==> src/hw/rtl/rbx_pkg.sv <==
// ----------------------------------------------------------------------------
// rbx_pkg
// Shared types and constants of the register bytecode execution unit:
// payload structs, opcodes, error codes and the decoded command.
// ----------------------------------------------------------------------------
package rbx_pkg;

    // Input modes
    localparam logic [1:0] MODE_WSLOT  = 2'd0;
    localparam logic [1:0] MODE_WCONST = 2'd1;
    localparam logic [1:0] MODE_EXEC   = 2'd2;
    localparam logic [1:0] MODE_READ   = 2'd3;

    // Error codes
    localparam logic [1:0] ERR_NONE  = 2'd0;
    localparam logic [1:0] ERR_DIV0  = 2'd1;
    localparam logic [1:0] ERR_RANGE = 2'd2;

    // Opcodes
    localparam logic [7:0] OP_ISEQN = 8'd0;
    localparam logic [7:0] OP_ISNEN = 8'd1;
    localparam logic [7:0] OP_JMP   = 8'd2;
    localparam logic [7:0] OP_MOV   = 8'd3;
    localparam logic [7:0] OP_NOT   = 8'd4;
    localparam logic [7:0] OP_UNM   = 8'd5;
    localparam logic [7:0] OP_ABS   = 8'd6;
    localparam logic [7:0] OP_ADDVN = 8'd7;
    localparam logic [7:0] OP_SUBVN = 8'd8;
    localparam logic [7:0] OP_MULVN = 8'd9;
    localparam logic [7:0] OP_DIVVN = 8'd10;
    localparam logic [7:0] OP_MODVN = 8'd11;
    localparam logic [7:0] OP_ADDNV = 8'd12;
    localparam logic [7:0] OP_SUBNV = 8'd13;
    localparam logic [7:0] OP_MULNV = 8'd14;
    localparam logic [7:0] OP_DIVNV = 8'd15;
    localparam logic [7:0] OP_MODNV = 8'd16;
    localparam logic [7:0] OP_ADDVV = 8'd17;
    localparam logic [7:0] OP_SUBVV = 8'd18;
    localparam logic [7:0] OP_MULVV = 8'd19;
    localparam logic [7:0] OP_DIVVV = 8'd20;
    localparam logic [7:0] OP_MODVV = 8'd21;
    localparam logic [7:0] OP_KNUM  = 8'd22;
    localparam logic [7:0] OP_KLIT  = 8'd23;

    typedef struct packed {
        logic [1:0]         mode;
        logic [31:0]        instruction;
        logic [7:0]         index;
        logic signed [63:0] value;
    } t_in;

    typedef struct packed {
        logic [15:0]        next_pc;
        logic               done_res;
        logic signed [63:0] read_value;
        logic [1:0]         error;
    } t_out;

    // Command classes after decode
    typedef enum logic [3:0] {
        CLS_WSLOT, CLS_WCONST, CLS_READ, CLS_SKIPEQ, CLS_SKIPNE, CLS_JMP,
        CLS_MOV, CLS_NOT, CLS_UNM, CLS_ABS, CLS_ARITH, CLS_KNUM, CLS_KLIT, CLS_NOP
    } t_cls;

    typedef enum logic [2:0] {
        KIND_ADD, KIND_SUB, KIND_MUL, KIND_DIV, KIND_MOD
    } t_kind;

    // Operand arrangement: slot/literal, literal/slot, slot/slot
    typedef enum logic [1:0] {
        GRP_SL, GRP_LS, GRP_SS
    } t_grp;

    typedef struct packed {
        t_cls               cls;
        t_kind              kind;
        t_grp               grp;
        logic               rng_err;
        logic [7:0]         dst;
        logic [7:0]         rd0;
        logic [7:0]         rd1;
        logic [15:0]        caddr;
        logic [15:0]        d;
        logic [7:0]         c;
        logic [63:0]        value;
    } t_cmd;

    localparam int unsigned QUEUE_DEPTH = 2;

endpackage

==> src/hw/rtl/rbx_queue.sv <==
// ----------------------------------------------------------------------------
// rbx_queue
// Short command queue between the decode front and the execution back.
// ----------------------------------------------------------------------------
module rbx_queue (
    input  logic          i_clk,
    input  logic          i_rst_n,
    input  logic          i_push,
    input  rbx_pkg::t_cmd i_cmd,
    output logic          o_full,
    input  logic          i_pop,
    output logic          o_valid,
    output rbx_pkg::t_cmd o_cmd
);

    localparam int unsigned PW = $clog2(rbx_pkg::QUEUE_DEPTH);

    rbx_pkg::t_cmd r_mem [rbx_pkg::QUEUE_DEPTH];
    logic [PW-1:0] r_wp;
    logic [PW-1:0] r_rp;
    logic [PW:0]   r_cnt;
    logic [PW-1:0] n_wp;
    logic [PW-1:0] n_rp;
    logic [PW:0]   n_cnt;

    assign o_full  = r_cnt == (PW+1)'(rbx_pkg::QUEUE_DEPTH);
    assign o_valid = r_cnt != '0;
    assign o_cmd   = r_mem[r_rp];

    // Advance pointers and count
    always_comb begin
        n_wp  = r_wp;
        n_rp  = r_rp;
        n_cnt = r_cnt;
        if (i_push) begin
            n_wp  = r_wp + 1'b1;
        end
        if (i_pop) begin
            n_rp  = r_rp + 1'b1;
        end
        n_cnt = r_cnt + (PW+1)'(i_push) - (PW+1)'(i_pop);
    end

    always_ff @(posedge i_clk) begin
        if (!i_rst_n) begin
            r_wp  <= '0;
            r_rp  <= '0;
            r_cnt <= '0;
        end else begin
            r_wp  <= n_wp;
            r_rp  <= n_rp;
            r_cnt <= n_cnt;
        end
    end

    // Store entries
    always_ff @(posedge i_clk) begin
        if (i_push) begin
            r_mem[r_wp] <= i_cmd;
        end
    end

endmodule

==> config.mk <==
export PLATFORM = sky130hd
export DESIGN_NAME = rbx_queue
export DESIGN_NICKNAME = d
export VERILOG_FILES = /design/src/hw/rtl/rbx_pkg.sv /design/src/hw/rtl/rbx_queue.sv
export SDC_FILE = /design/constraint.sdc
export NUM_CORES = 1
export LEC_CHECK = 0
export ABC_AREA = 1
export BUFFER_PORTS_ARGS = -buffer_cell sky130_fd_sc_hd__clkbuf_2
export CAP_MARGIN = 15
export CORE_AREA = 2 2 154 156
export CTS_CLUSTER_SIZE = 20
export DETAILED_ROUTE_END_ITERATION = 8
export DIE_AREA = 0 0 156 158
export PLACE_DENSITY = 0.71
export SLEW_MARGIN = 10
export SYNTH_ARGS = -nofsm -noshare
export SYNTH_HDL_FRONTEND = slang
export SYNTH_SLANG_ARGS = --single-unit
==> constraint.sdc <==
create_clock -name i_clk -period 6.65 [get_ports i_clk]
set_input_delay 0 -clock i_clk [delete_from_list [all_inputs] [get_ports i_clk]]
set_output_delay 0 -clock i_clk [all_outputs]
set_load 0.02 [all_outputs]
==> results.toml <==
[hold_path]
hold_depth = 2
hold_class = "in2reg"

[pwr]
ir_worst_vdd_mv = 0.1818
fin_total_pwr_mw = 4.067
p_comb_share_pct = 11.7
p_per_area_nw_per_um2 = 286.6
pwr-share-clk_pct = 37.0
cellLeakagePower_nw = 5.456
pwr-share-seq_pct = 51.3
intPower_mw = 3.140
p_sw_mw = 0.9266
netSwitchingFraction_pct = 22.78

[sta]
rsz0062_at_grt = "no"
drv_slew = 0
finalCritPeriodShare_pct = 45.93
min_period_ps = 3054
tns_ps = 0
max_freq_mhz = 327.4
finalHoldViolations = 0
setup_slack_ps = 3596
hold_ws_ps = 193.8
setup_viol = 0
slew_headroom_pct = 27.56
fin_skew_ps = 9.352
worst_slew_pin_slew_ps = 1087

[synthesis]
synth_area_um2 = 10230
netlist_instances = 462
synth_fp_nets = 606
synth_area_per_cell_um2 = 22.14
synth_seq_cells = 281
synth_cell_types = 11
ys_seq_area_share_pct = 82.00
yosysWarnings = 0

[critical_path]
reg2regPathDepth = 3
worstPathArrival_ps = 3050
start_kind = "register"
endpoint_kind = "output port"
worstPathMaxFanout = 74
cp.required_ps = 6650
crit_type = "reg2out"

[finish]
layout.cells.non_filler = 1218
drive_gt1_share_pct = 50.16
utilization_pct = 61.56
final_common_cell = "clkbuf_2"
design_area_um2 = 14190
mostFrequentLayoutCells = "281 x clkbuf_2, 276 x edfxtp_1, 142 x dlygate4sd3_1"
finalNetCount = 1049
area_growth_pct = 38.71

[floorplan]
die_height_um = 158
die_w_um = 156
rows = 56
start_util_pct = 44.38
ios = 282
core_um2 = 23050
die_area_um2 = 24650

[clock_network]
cts_buffer_depth = 3
htreeDepth = 1
numCtsBuffers = 29
root_buffer = "clkbuf_16"
clkTransAtPathRegs_ps = 60
cts_tree = "yes"
cts.sinks = 281
post-cts-setup-buffers = 0
clk_latency_ps = 530

[placement]
post-place-ws_ps = 4087
io_buffers = 281
post-dp-hpwl_um = 12070
routabilityCongestion = 0.7278
place_area_um2 = 11880
placed_cells = 1022

[grt]
grt_pass1_vias = 6246
grt_usage_pct = 16.57
grt_antenna_before_repair = 1
grt_start_max_net_pins = 78
grt_pass1_wl_um = 31830
grt-ovfl-total = 0

[outcome]
status = "finished clean"

[routing]
ant_nets = 0
wl_per_cell_um = 17.61
vias = 5842
first_iter_violations = 293
drt-total-wl_um = 21450
drc = 0
first_pass_iters = 4
vias_per_cell = 4.796

[flow_run]
drv_cap = 0
-- cell usage after synthesis --
cell	number	area share, %
dfxtp_1	5	0.98
nand2_1	9	0.33
buf_6	14	1.5
edfxtp_1	276	81
nand3_1	1	0.049
buf_2	1	0.049
nor2_1	8	0.29
a21oi_1	1	0.049
mux2_2	138	15
ha_1	2	0.24
inv_1	7	0.26
-- what timing repair did --
item / 4_1_cts / 5_1_grt
hold buffers: 142 / 0
resized for setup: 0 / 0
hold endpoints to repair: 281 / 0
-- sequential cells by signal (all words and copies together) (netlist names), named ones only --
| signal | count |
|---|---|
| r_wp | 1 |
| r_rp | 1 |
| r_cnt | 2 |
| r_mem | 276 |
-- layer usage --
metal  GRT usage [%]  vias to the layer above  part of all wire (%)
li1                -                     2713                     -
met1           18.60                     2857                    37
met2           30.53                      223                    53
met3           4.188                       49                   7.0
met4           6.116                        0                   2.9
met5               0                        -                     0
-- critical path: stages, from the launching register on --
cell and delay, ps:
dfxtp_4 910, buf_4 850, mux2_2 420, clkbuf_2 180
-- power groups by stage --
| stage | Sequential (mW) | Clock (mW) | Combinational [mW] |
|---|---|---|---|
| floorplan | 2.11 | 0 | 0.266 |
| global placement | 2.12 | 0 | 0.403 |
| detailed placement | 2.12 | 0 | 0.406 |
| CTS | 2.09 | 1.54 | 0.478 |
| global route | 2.09 | 1.61 | 0.508 |
| finish | 2.09 | 1.51 | 0.477 |
-- logic make-up after synthesis --
kind of cell | Yosys count | synth area share [%]
buffers and inverters | 22 | 1.847
flip-flops | 281 | 82.00
AND/OR/NAND/NOR | 18 | 0.6726
multiplexers | 138 | 15.19
adder cells (fa/ha/maj) | 2 | 0.2446
AO/OA/AOI/OAI | 1 | 0.04888
-- final timing paths --
kind / startpoint / endpoint / slack [ps]
max reg2reg: r_wp$_SDFFE_PN0P_ / r_mem[1][49]$_DFFE_PP_ / 4060
min reg2reg: r_rp$_SDFFE_PN0P_ / register / 510
min: i_cmd[32] / r_mem[1][32]$_DFFE_PP_ / 190
max: register / o_cmd[26] / 3600
-- final cells by class --
class / instances / area (um2)
Tap cell: 290 / 362.8
Clock inverter: 11 / 81.33
Antenna cell: 1 / 2.502
Clock buffer: 42 / 804.5
Sequential cell: 281 / 8392
Timing Repair Buffer: 427 / 2858
Inverter: 7 / 28.78
Fill cell: 1648 / 8862
Multi-Input combinational cell: 159 / 1660
Power figures use the tool's default switching activity.
