--- src/hw/rtl/rbx_pkg.sv ---
// ----------------------------------------------------------------------------
// rbx_pkg
// Shared types and constants of the register bytecode execution unit:
// payload structs, opcodes, error codes and the decoded command.
// ----------------------------------------------------------------------------
package rbx_pkg;

    // Input modes
    localparam logic [1:0] MODE_WSLOT  = 2'd0;
    localparam logic [1:0] MODE_WCONST = 2'd1;
    localparam logic [1:0] MODE_EXEC   = 2'd2;
    localparam logic [1:0] MODE_READ   = 2'd3;

    // Error codes
    localparam logic [1:0] ERR_NONE  = 2'd0;
    localparam logic [1:0] ERR_DIV0  = 2'd1;
    localparam logic [1:0] ERR_RANGE = 2'd2;

    // Opcodes
    localparam logic [7:0] OP_ISEQN = 8'd0;
    localparam logic [7:0] OP_ISNEN = 8'd1;
    localparam logic [7:0] OP_JMP   = 8'd2;
    localparam logic [7:0] OP_MOV   = 8'd3;
    localparam logic [7:0] OP_NOT   = 8'd4;
    localparam logic [7:0] OP_UNM   = 8'd5;
    localparam logic [7:0] OP_ABS   = 8'd6;
    localparam logic [7:0] OP_ADDVN = 8'd7;
    localparam logic [7:0] OP_SUBVN = 8'd8;
    localparam logic [7:0] OP_MULVN = 8'd9;
    localparam logic [7:0] OP_DIVVN = 8'd10;
    localparam logic [7:0] OP_MODVN = 8'd11;
    localparam logic [7:0] OP_ADDNV = 8'd12;
    localparam logic [7:0] OP_SUBNV = 8'd13;
    localparam logic [7:0] OP_MULNV = 8'd14;
    localparam logic [7:0] OP_DIVNV = 8'd15;
    localparam logic [7:0] OP_MODNV = 8'd16;
    localparam logic [7:0] OP_ADDVV = 8'd17;
    localparam logic [7:0] OP_SUBVV = 8'd18;
    localparam logic [7:0] OP_MULVV = 8'd19;
    localparam logic [7:0] OP_DIVVV = 8'd20;
    localparam logic [7:0] OP_MODVV = 8'd21;
    localparam logic [7:0] OP_KNUM  = 8'd22;
    localparam logic [7:0] OP_KLIT  = 8'd23;

    typedef struct packed {
        logic [1:0]         mode;
        logic [31:0]        instruction;
        logic [7:0]         index;
        logic signed [63:0] value;
    } t_in;

    typedef struct packed {
        logic [15:0]        next_pc;
        logic               done_res;
        logic signed [63:0] read_value;
        logic [1:0]         error;
    } t_out;

    // Command classes after decode
    typedef enum logic [3:0] {
        CLS_WSLOT, CLS_WCONST, CLS_READ, CLS_SKIPEQ, CLS_SKIPNE, CLS_JMP,
        CLS_MOV, CLS_NOT, CLS_UNM, CLS_ABS, CLS_ARITH, CLS_KNUM, CLS_KLIT, CLS_NOP
    } t_cls;

    typedef enum logic [2:0] {
        KIND_ADD, KIND_SUB, KIND_MUL, KIND_DIV, KIND_MOD
    } t_kind;

    // Operand arrangement: slot/literal, literal/slot, slot/slot
    typedef enum logic [1:0] {
        GRP_SL, GRP_LS, GRP_SS
    } t_grp;

    typedef struct packed {
        t_cls               cls;
        t_kind              kind;
        t_grp               grp;
        logic               rng_err;
        logic [7:0]         dst;
        logic [7:0]         rd0;
        logic [7:0]         rd1;
        logic [15:0]        caddr;
        logic [15:0]        d;
        logic [7:0]         c;
        logic [63:0]        value;
    } t_cmd;

    localparam int unsigned QUEUE_DEPTH = 2;

endpackage

--- src/hw/rtl/rbx_front.sv ---
// ----------------------------------------------------------------------------
// rbx_front
// Accepts input transactions, decodes the mode and the bytecode word, checks
// all index ranges and pushes one command into the queue.
// ----------------------------------------------------------------------------
module rbx_front #(
    parameter int unsigned NUM_SLOTS     = 256,
    parameter int unsigned NUM_CONSTANTS = 256
) (
    input  logic          i_in_valid,
    output logic          o_in_ready,
    input  rbx_pkg::t_in  i_in_data,
    input  logic          i_full,
    output logic          o_push,
    output rbx_pkg::t_cmd o_cmd
);

    logic [7:0]  op;
    logic [7:0]  fa;
    logic [7:0]  fb;
    logic [7:0]  fc;
    logic [15:0] fd;
    logic        a_ok;
    logic        b_ok;
    logic        c_ok;
    logic        d_ok;
    logic        dk_ok;
    logic        idx_ok;
    logic        idxk_ok;

    // Split the word into its fields
    assign op = i_in_data.instruction[7:0];
    assign fa = i_in_data.instruction[15:8];
    assign fc = i_in_data.instruction[23:16];
    assign fb = i_in_data.instruction[31:24];
    assign fd = i_in_data.instruction[31:16];

    // Range checks against the store depths
    assign a_ok    = {1'b0, fa} < 9'(NUM_SLOTS);
    assign b_ok    = {1'b0, fb} < 9'(NUM_SLOTS);
    assign c_ok    = {1'b0, fc} < 9'(NUM_SLOTS);
    assign d_ok    = {1'b0, fd} < 17'(NUM_SLOTS);
    assign dk_ok   = {1'b0, fd} < 17'(NUM_CONSTANTS);
    assign idx_ok  = {1'b0, i_in_data.index} < 9'(NUM_SLOTS);
    assign idxk_ok = {9'b0, i_in_data.index} < 17'(NUM_CONSTANTS);

    assign o_in_ready = !i_full;
    assign o_push     = i_in_valid && !i_full;

    // Decode into a command
    always_comb begin
        o_cmd         = '0;
        o_cmd.cls     = rbx_pkg::CLS_NOP;
        o_cmd.kind    = rbx_pkg::KIND_ADD;
        o_cmd.grp     = rbx_pkg::GRP_SL;
        o_cmd.d       = fd;
        o_cmd.c       = fc;
        o_cmd.value   = i_in_data.value;
        unique case (i_in_data.mode)
            rbx_pkg::MODE_WSLOT: begin
                o_cmd.cls     = rbx_pkg::CLS_WSLOT;
                o_cmd.dst     = i_in_data.index;
                o_cmd.rng_err = !idx_ok;
            end
            rbx_pkg::MODE_WCONST: begin
                o_cmd.cls     = rbx_pkg::CLS_WCONST;
                o_cmd.caddr   = {8'b0, i_in_data.index};
                o_cmd.rng_err = !idxk_ok;
            end
            rbx_pkg::MODE_READ: begin
                o_cmd.cls     = rbx_pkg::CLS_READ;
                o_cmd.rd0     = i_in_data.index;
                o_cmd.rng_err = !idx_ok;
            end
            default: begin
                o_cmd.dst = fa;
                unique case (op)
                    rbx_pkg::OP_ISEQN, rbx_pkg::OP_ISNEN: begin
                        o_cmd.cls     = (op == rbx_pkg::OP_ISEQN) ? rbx_pkg::CLS_SKIPEQ
                                                                  : rbx_pkg::CLS_SKIPNE;
                        o_cmd.rd0     = fa;
                        o_cmd.rng_err = !a_ok;
                    end
                    rbx_pkg::OP_JMP: begin
                        o_cmd.cls = rbx_pkg::CLS_JMP;
                    end
                    rbx_pkg::OP_MOV, rbx_pkg::OP_NOT, rbx_pkg::OP_UNM, rbx_pkg::OP_ABS: begin
                        unique case (op)
                            rbx_pkg::OP_MOV: o_cmd.cls = rbx_pkg::CLS_MOV;
                            rbx_pkg::OP_NOT: o_cmd.cls = rbx_pkg::CLS_NOT;
                            rbx_pkg::OP_UNM: o_cmd.cls = rbx_pkg::CLS_UNM;
                            default:         o_cmd.cls = rbx_pkg::CLS_ABS;
                        endcase
                        o_cmd.rd0     = fd[7:0];
                        o_cmd.rng_err = !a_ok || !d_ok;
                    end
                    rbx_pkg::OP_ADDVN, rbx_pkg::OP_SUBVN, rbx_pkg::OP_MULVN,
                    rbx_pkg::OP_DIVVN, rbx_pkg::OP_MODVN,
                    rbx_pkg::OP_ADDNV, rbx_pkg::OP_SUBNV, rbx_pkg::OP_MULNV,
                    rbx_pkg::OP_DIVNV, rbx_pkg::OP_MODNV,
                    rbx_pkg::OP_ADDVV, rbx_pkg::OP_SUBVV, rbx_pkg::OP_MULVV,
                    rbx_pkg::OP_DIVVV, rbx_pkg::OP_MODVV: begin
                        o_cmd.cls = rbx_pkg::CLS_ARITH;
                        o_cmd.rd0 = fb;
                        o_cmd.rd1 = fc;
                        unique case (op)
                            rbx_pkg::OP_ADDVN, rbx_pkg::OP_ADDNV, rbx_pkg::OP_ADDVV:
                                o_cmd.kind = rbx_pkg::KIND_ADD;
                            rbx_pkg::OP_SUBVN, rbx_pkg::OP_SUBNV, rbx_pkg::OP_SUBVV:
                                o_cmd.kind = rbx_pkg::KIND_SUB;
                            rbx_pkg::OP_MULVN, rbx_pkg::OP_MULNV, rbx_pkg::OP_MULVV:
                                o_cmd.kind = rbx_pkg::KIND_MUL;
                            rbx_pkg::OP_DIVVN, rbx_pkg::OP_DIVNV, rbx_pkg::OP_DIVVV:
                                o_cmd.kind = rbx_pkg::KIND_DIV;
                            default:
                                o_cmd.kind = rbx_pkg::KIND_MOD;
                        endcase
                        priority if (op <= rbx_pkg::OP_MODVN) begin
                            o_cmd.grp = rbx_pkg::GRP_SL;
                        end else if (op <= rbx_pkg::OP_MODNV) begin
                            o_cmd.grp = rbx_pkg::GRP_LS;
                        end else begin
                            o_cmd.grp = rbx_pkg::GRP_SS;
                        end
                        o_cmd.rng_err = !a_ok || !b_ok
                                        || ((op >= rbx_pkg::OP_ADDVV) && !c_ok);
                    end
                    rbx_pkg::OP_KNUM: begin
                        o_cmd.cls     = rbx_pkg::CLS_KNUM;
                        o_cmd.caddr   = fd;
                        o_cmd.rng_err = !a_ok || !dk_ok;
                    end
                    rbx_pkg::OP_KLIT: begin
                        o_cmd.cls     = rbx_pkg::CLS_KLIT;
                        o_cmd.rng_err = !a_ok;
                    end
                    default: begin
                        o_cmd.cls = rbx_pkg::CLS_NOP;
                    end
                endcase
            end
        endcase
    end

endmodule

--- config.mk ---
export PLATFORM = sky130hd
export DESIGN_NAME = rbx_front
export DESIGN_NICKNAME = d
export VERILOG_FILES = /design/src/hw/rtl/rbx_pkg.sv /design/src/hw/rtl/rbx_front.sv
export SDC_FILE = /design/constraint.sdc
export NUM_CORES = 1
export LEC_CHECK = 0
export CORE_AREA = 3 3 96 98
export DETAILED_ROUTE_END_ITERATION = 8
export DIE_AREA = 0 0 99 101
export DONT_BUFFER_PORTS = 1
export REMOVE_ABC_BUFFERS = 1
export SYNTH_ARGS = -nofsm -noshare
export SYNTH_HDL_FRONTEND = slang
export SYNTH_SLANG_ARGS = --single-unit
--- constraint.sdc ---
create_clock -name vclk -period 1.8
set_clock_uncertainty 0.15 [all_clocks]
set_input_delay 0.09 -clock vclk [all_inputs]
set_output_delay 0.09 -clock vclk [all_outputs]
set_load 0.05 [all_outputs]
==> results.yml <==
status:
  outcome: "complete, but fails checks"
  failed_checks: "setup timing"
final_layout:
  area_growth_pct: 34.4
  drive_above_1_share_pct: 57.4
  final_nets: 364
  nClkBuffers: 0
  fillers: 890
  utilization_pct: 29.5
  fin_cells: 357
  regArea_um2: 0
  seq_cells: 0
  antenna_cells: 0
routing:
  drtPass1Iterations: 4
  vias: 1925
  drc: 0
  drt-initial-drc-count: 79
  wl_per_cell_um: 39.8
  antenna_left: 0
  vias_per_cell: 5.39
  wl_um: 14200
logic_synthesis:
  synth.area.top_cells: "buf_4 (36%), a22o_1 (7.5%), o22ai_2 (5.3%), mux2i_1 (4.8%), nor2_1 (4.6%)"
  netlist_area_um2: 1880
  synthMostInstantiatedCell: "buf_4"
  synth_top_area_cell: "buf_4"
  ys_warn_count: 0
  synth_seq_area_share_pct: 0
  post_synth.cell_area_avg_um2: 6.99
  synth_common_cells: "buf_4 (89), nor2_1 (23), a22o_1 (16), inv_1 (13)"
  yosysTopAreaCellShare_pct: 35.6
  synth_cells: 269
  synth_cell_types: 41
placement:
  gp_congestion: 0.925
  portBuffers: 0
  dp.final_hpwl_um: 12500
  dp.cells: 351
sta:
  finalMaxSlewViolations: 0
  min_period_over_period_pct: 104
  tightest_slew_ns: 0.484
  setup_viol: 14
  worst_slack_ns: -0.0712
  maxSlewHeadroom_pct: 67.8
  period_needed_ns: 1.87
  rsz0062_at_grt: "yes"
  hold_violations: 0
  timing.fmax_mhz: 534
setup_path:
  worst-path-max-fanout: 6
  path_delay_family: "compound AO/OA/AOI/OAI gates"
  setup.worst_path.start: "i_in_data[72]"
  critPathSlowestCell: "a22o_1"
  path_buf_inv: 3
  critPathLaunchType: "input pin"
  cpMostUsedCell: "o22ai_2"
  worstPathRequired_ns: 1.56
  path_class: "in -> out"
  cp_cell_sequence: "clkinvlp_4 > ha_4 > nor3_4 > o22ai_2 > o21bai_2 > buf_6 > o22ai_2 > a22o_1 > buf_12"
  worst_path_largest_cell_delay_ns: 0.23
  worst_setup_path_end_kind: "output port"
  cp.arrival_ns: 1.63
floorplan:
  start_util_pct: 22.0
  fp.coreArea_um2: 8550
  die_w_um: 99
  die_area_um2: 10000
  fp-row-count: 34
  num_io_pins: 248
  die_h_um: 101
power:
  powerDensity_nw_per_um2: 211
  ir_drop_uv: 81.8
  p_leak_nw: 1.02
  total_power_w: 0.000533
grt:
  grt_antenna_before_repair: 0
  grt.total_usage_pct: 26.7
  grt_pass1_vias: 1928
  grt_pass1_wl_um: 18300
  grt_max_degree: 22
  grt-ovfl-total: 0
flow_run:
  timing.max_cap.violations: 0
worst_hold_path:
  hold_start: "i_in_data[11]"
  min_path_type: "in -> out"
clock_tree:
  ctsHoldBuffers: 0
==> metal layers <==
layer  vias to the layer above  share of wire (%)  GRT usage [%]
li1                        808                  -              -
met1                       848                 23           18.0
met2                       247                 48           45.9
met3                        20                 27           34.9
met4                         2                2.0           2.31
met5                         -               0.33           3.08
==> logic make-up (layout without fill, tap and decap cells) <==
logic type | Yosys count | after routing | share of synthesized area, %
muxes | 9 | 9 | 4.79
AOI/OAI and AO/OA | 64 | 64 | 28.0
adders and majority gates | 5 | 5 | 3.33
xor gates and xnor gates | 1 | 1 | 0.466
buffers and inverters | 117 | 97 | 42.0
and+or+nand+nor | 73 | 73 | 21.4
==> cell type report <==
cell class                      count  area [µm²]  area share [%]
Inverter                           13        52.6            2.08
Multi-Input combinational cell    152        1360            53.9
Timing Repair Buffer               84         977            38.7
Tap cell                          108         135            5.35
==> layout by cell type, fill, tap and decap left out, drive strengths merged, types with 6 or more instances in the layout <==
| cell type | count |
|---|---|
| nor2 | 25 |
| nor2b | 9 |
| a21oi | 9 |
| a22oi | 11 |
| nor3 | 6 |
| buf | 84 |
| inv | 12 |
| mux2i | 9 |
| nor4 | 10 |
| and2 | 9 |
| a22o | 16 |
| o22ai | 9 |
==> report_power, final <==
part           leakage, nW  switching [W]  internal (W)
Sequential               0              0             0
Clock                    0              0             0
Combinational         1.02       0.000305      0.000228
Total                 1.02       0.000305      0.000228
==> path summary, 6_finish.rpt <==
| check | endpoint | cells after the start |
|---|---|---|
| min | o_cmd[11] | 0 |
| max | o_cmd[113] | 9 |
==> through the flow <==
stage          setup WS (ns)  instance area (µm²)  hold slack (ns)  setup TNS (ns)
5_1_grt               -0.113                 2530           0.0302           -1.44
3_3_place_gp          -0.242                 2230           0.0305           -3.31
4_1_cts              -0.0239                 2390           0.0305          -0.195
6_report             -0.0712                 2530           0.0303          -0.563
2_1_floorplan          -1.31                 1140           0.0300          -14.43
3_5_place_dp          -0.251                 2230           0.0305           -3.65
==> repair_timing <==
action                                  CTS  global route
buffers inserted                          5             0
gates cloned                              1             0
gates resized for setup                  30            25
pin swaps                                23             6
endpoints found under the setup margin   25            33
Note: power is estimated with default switching activity, not from simulation.
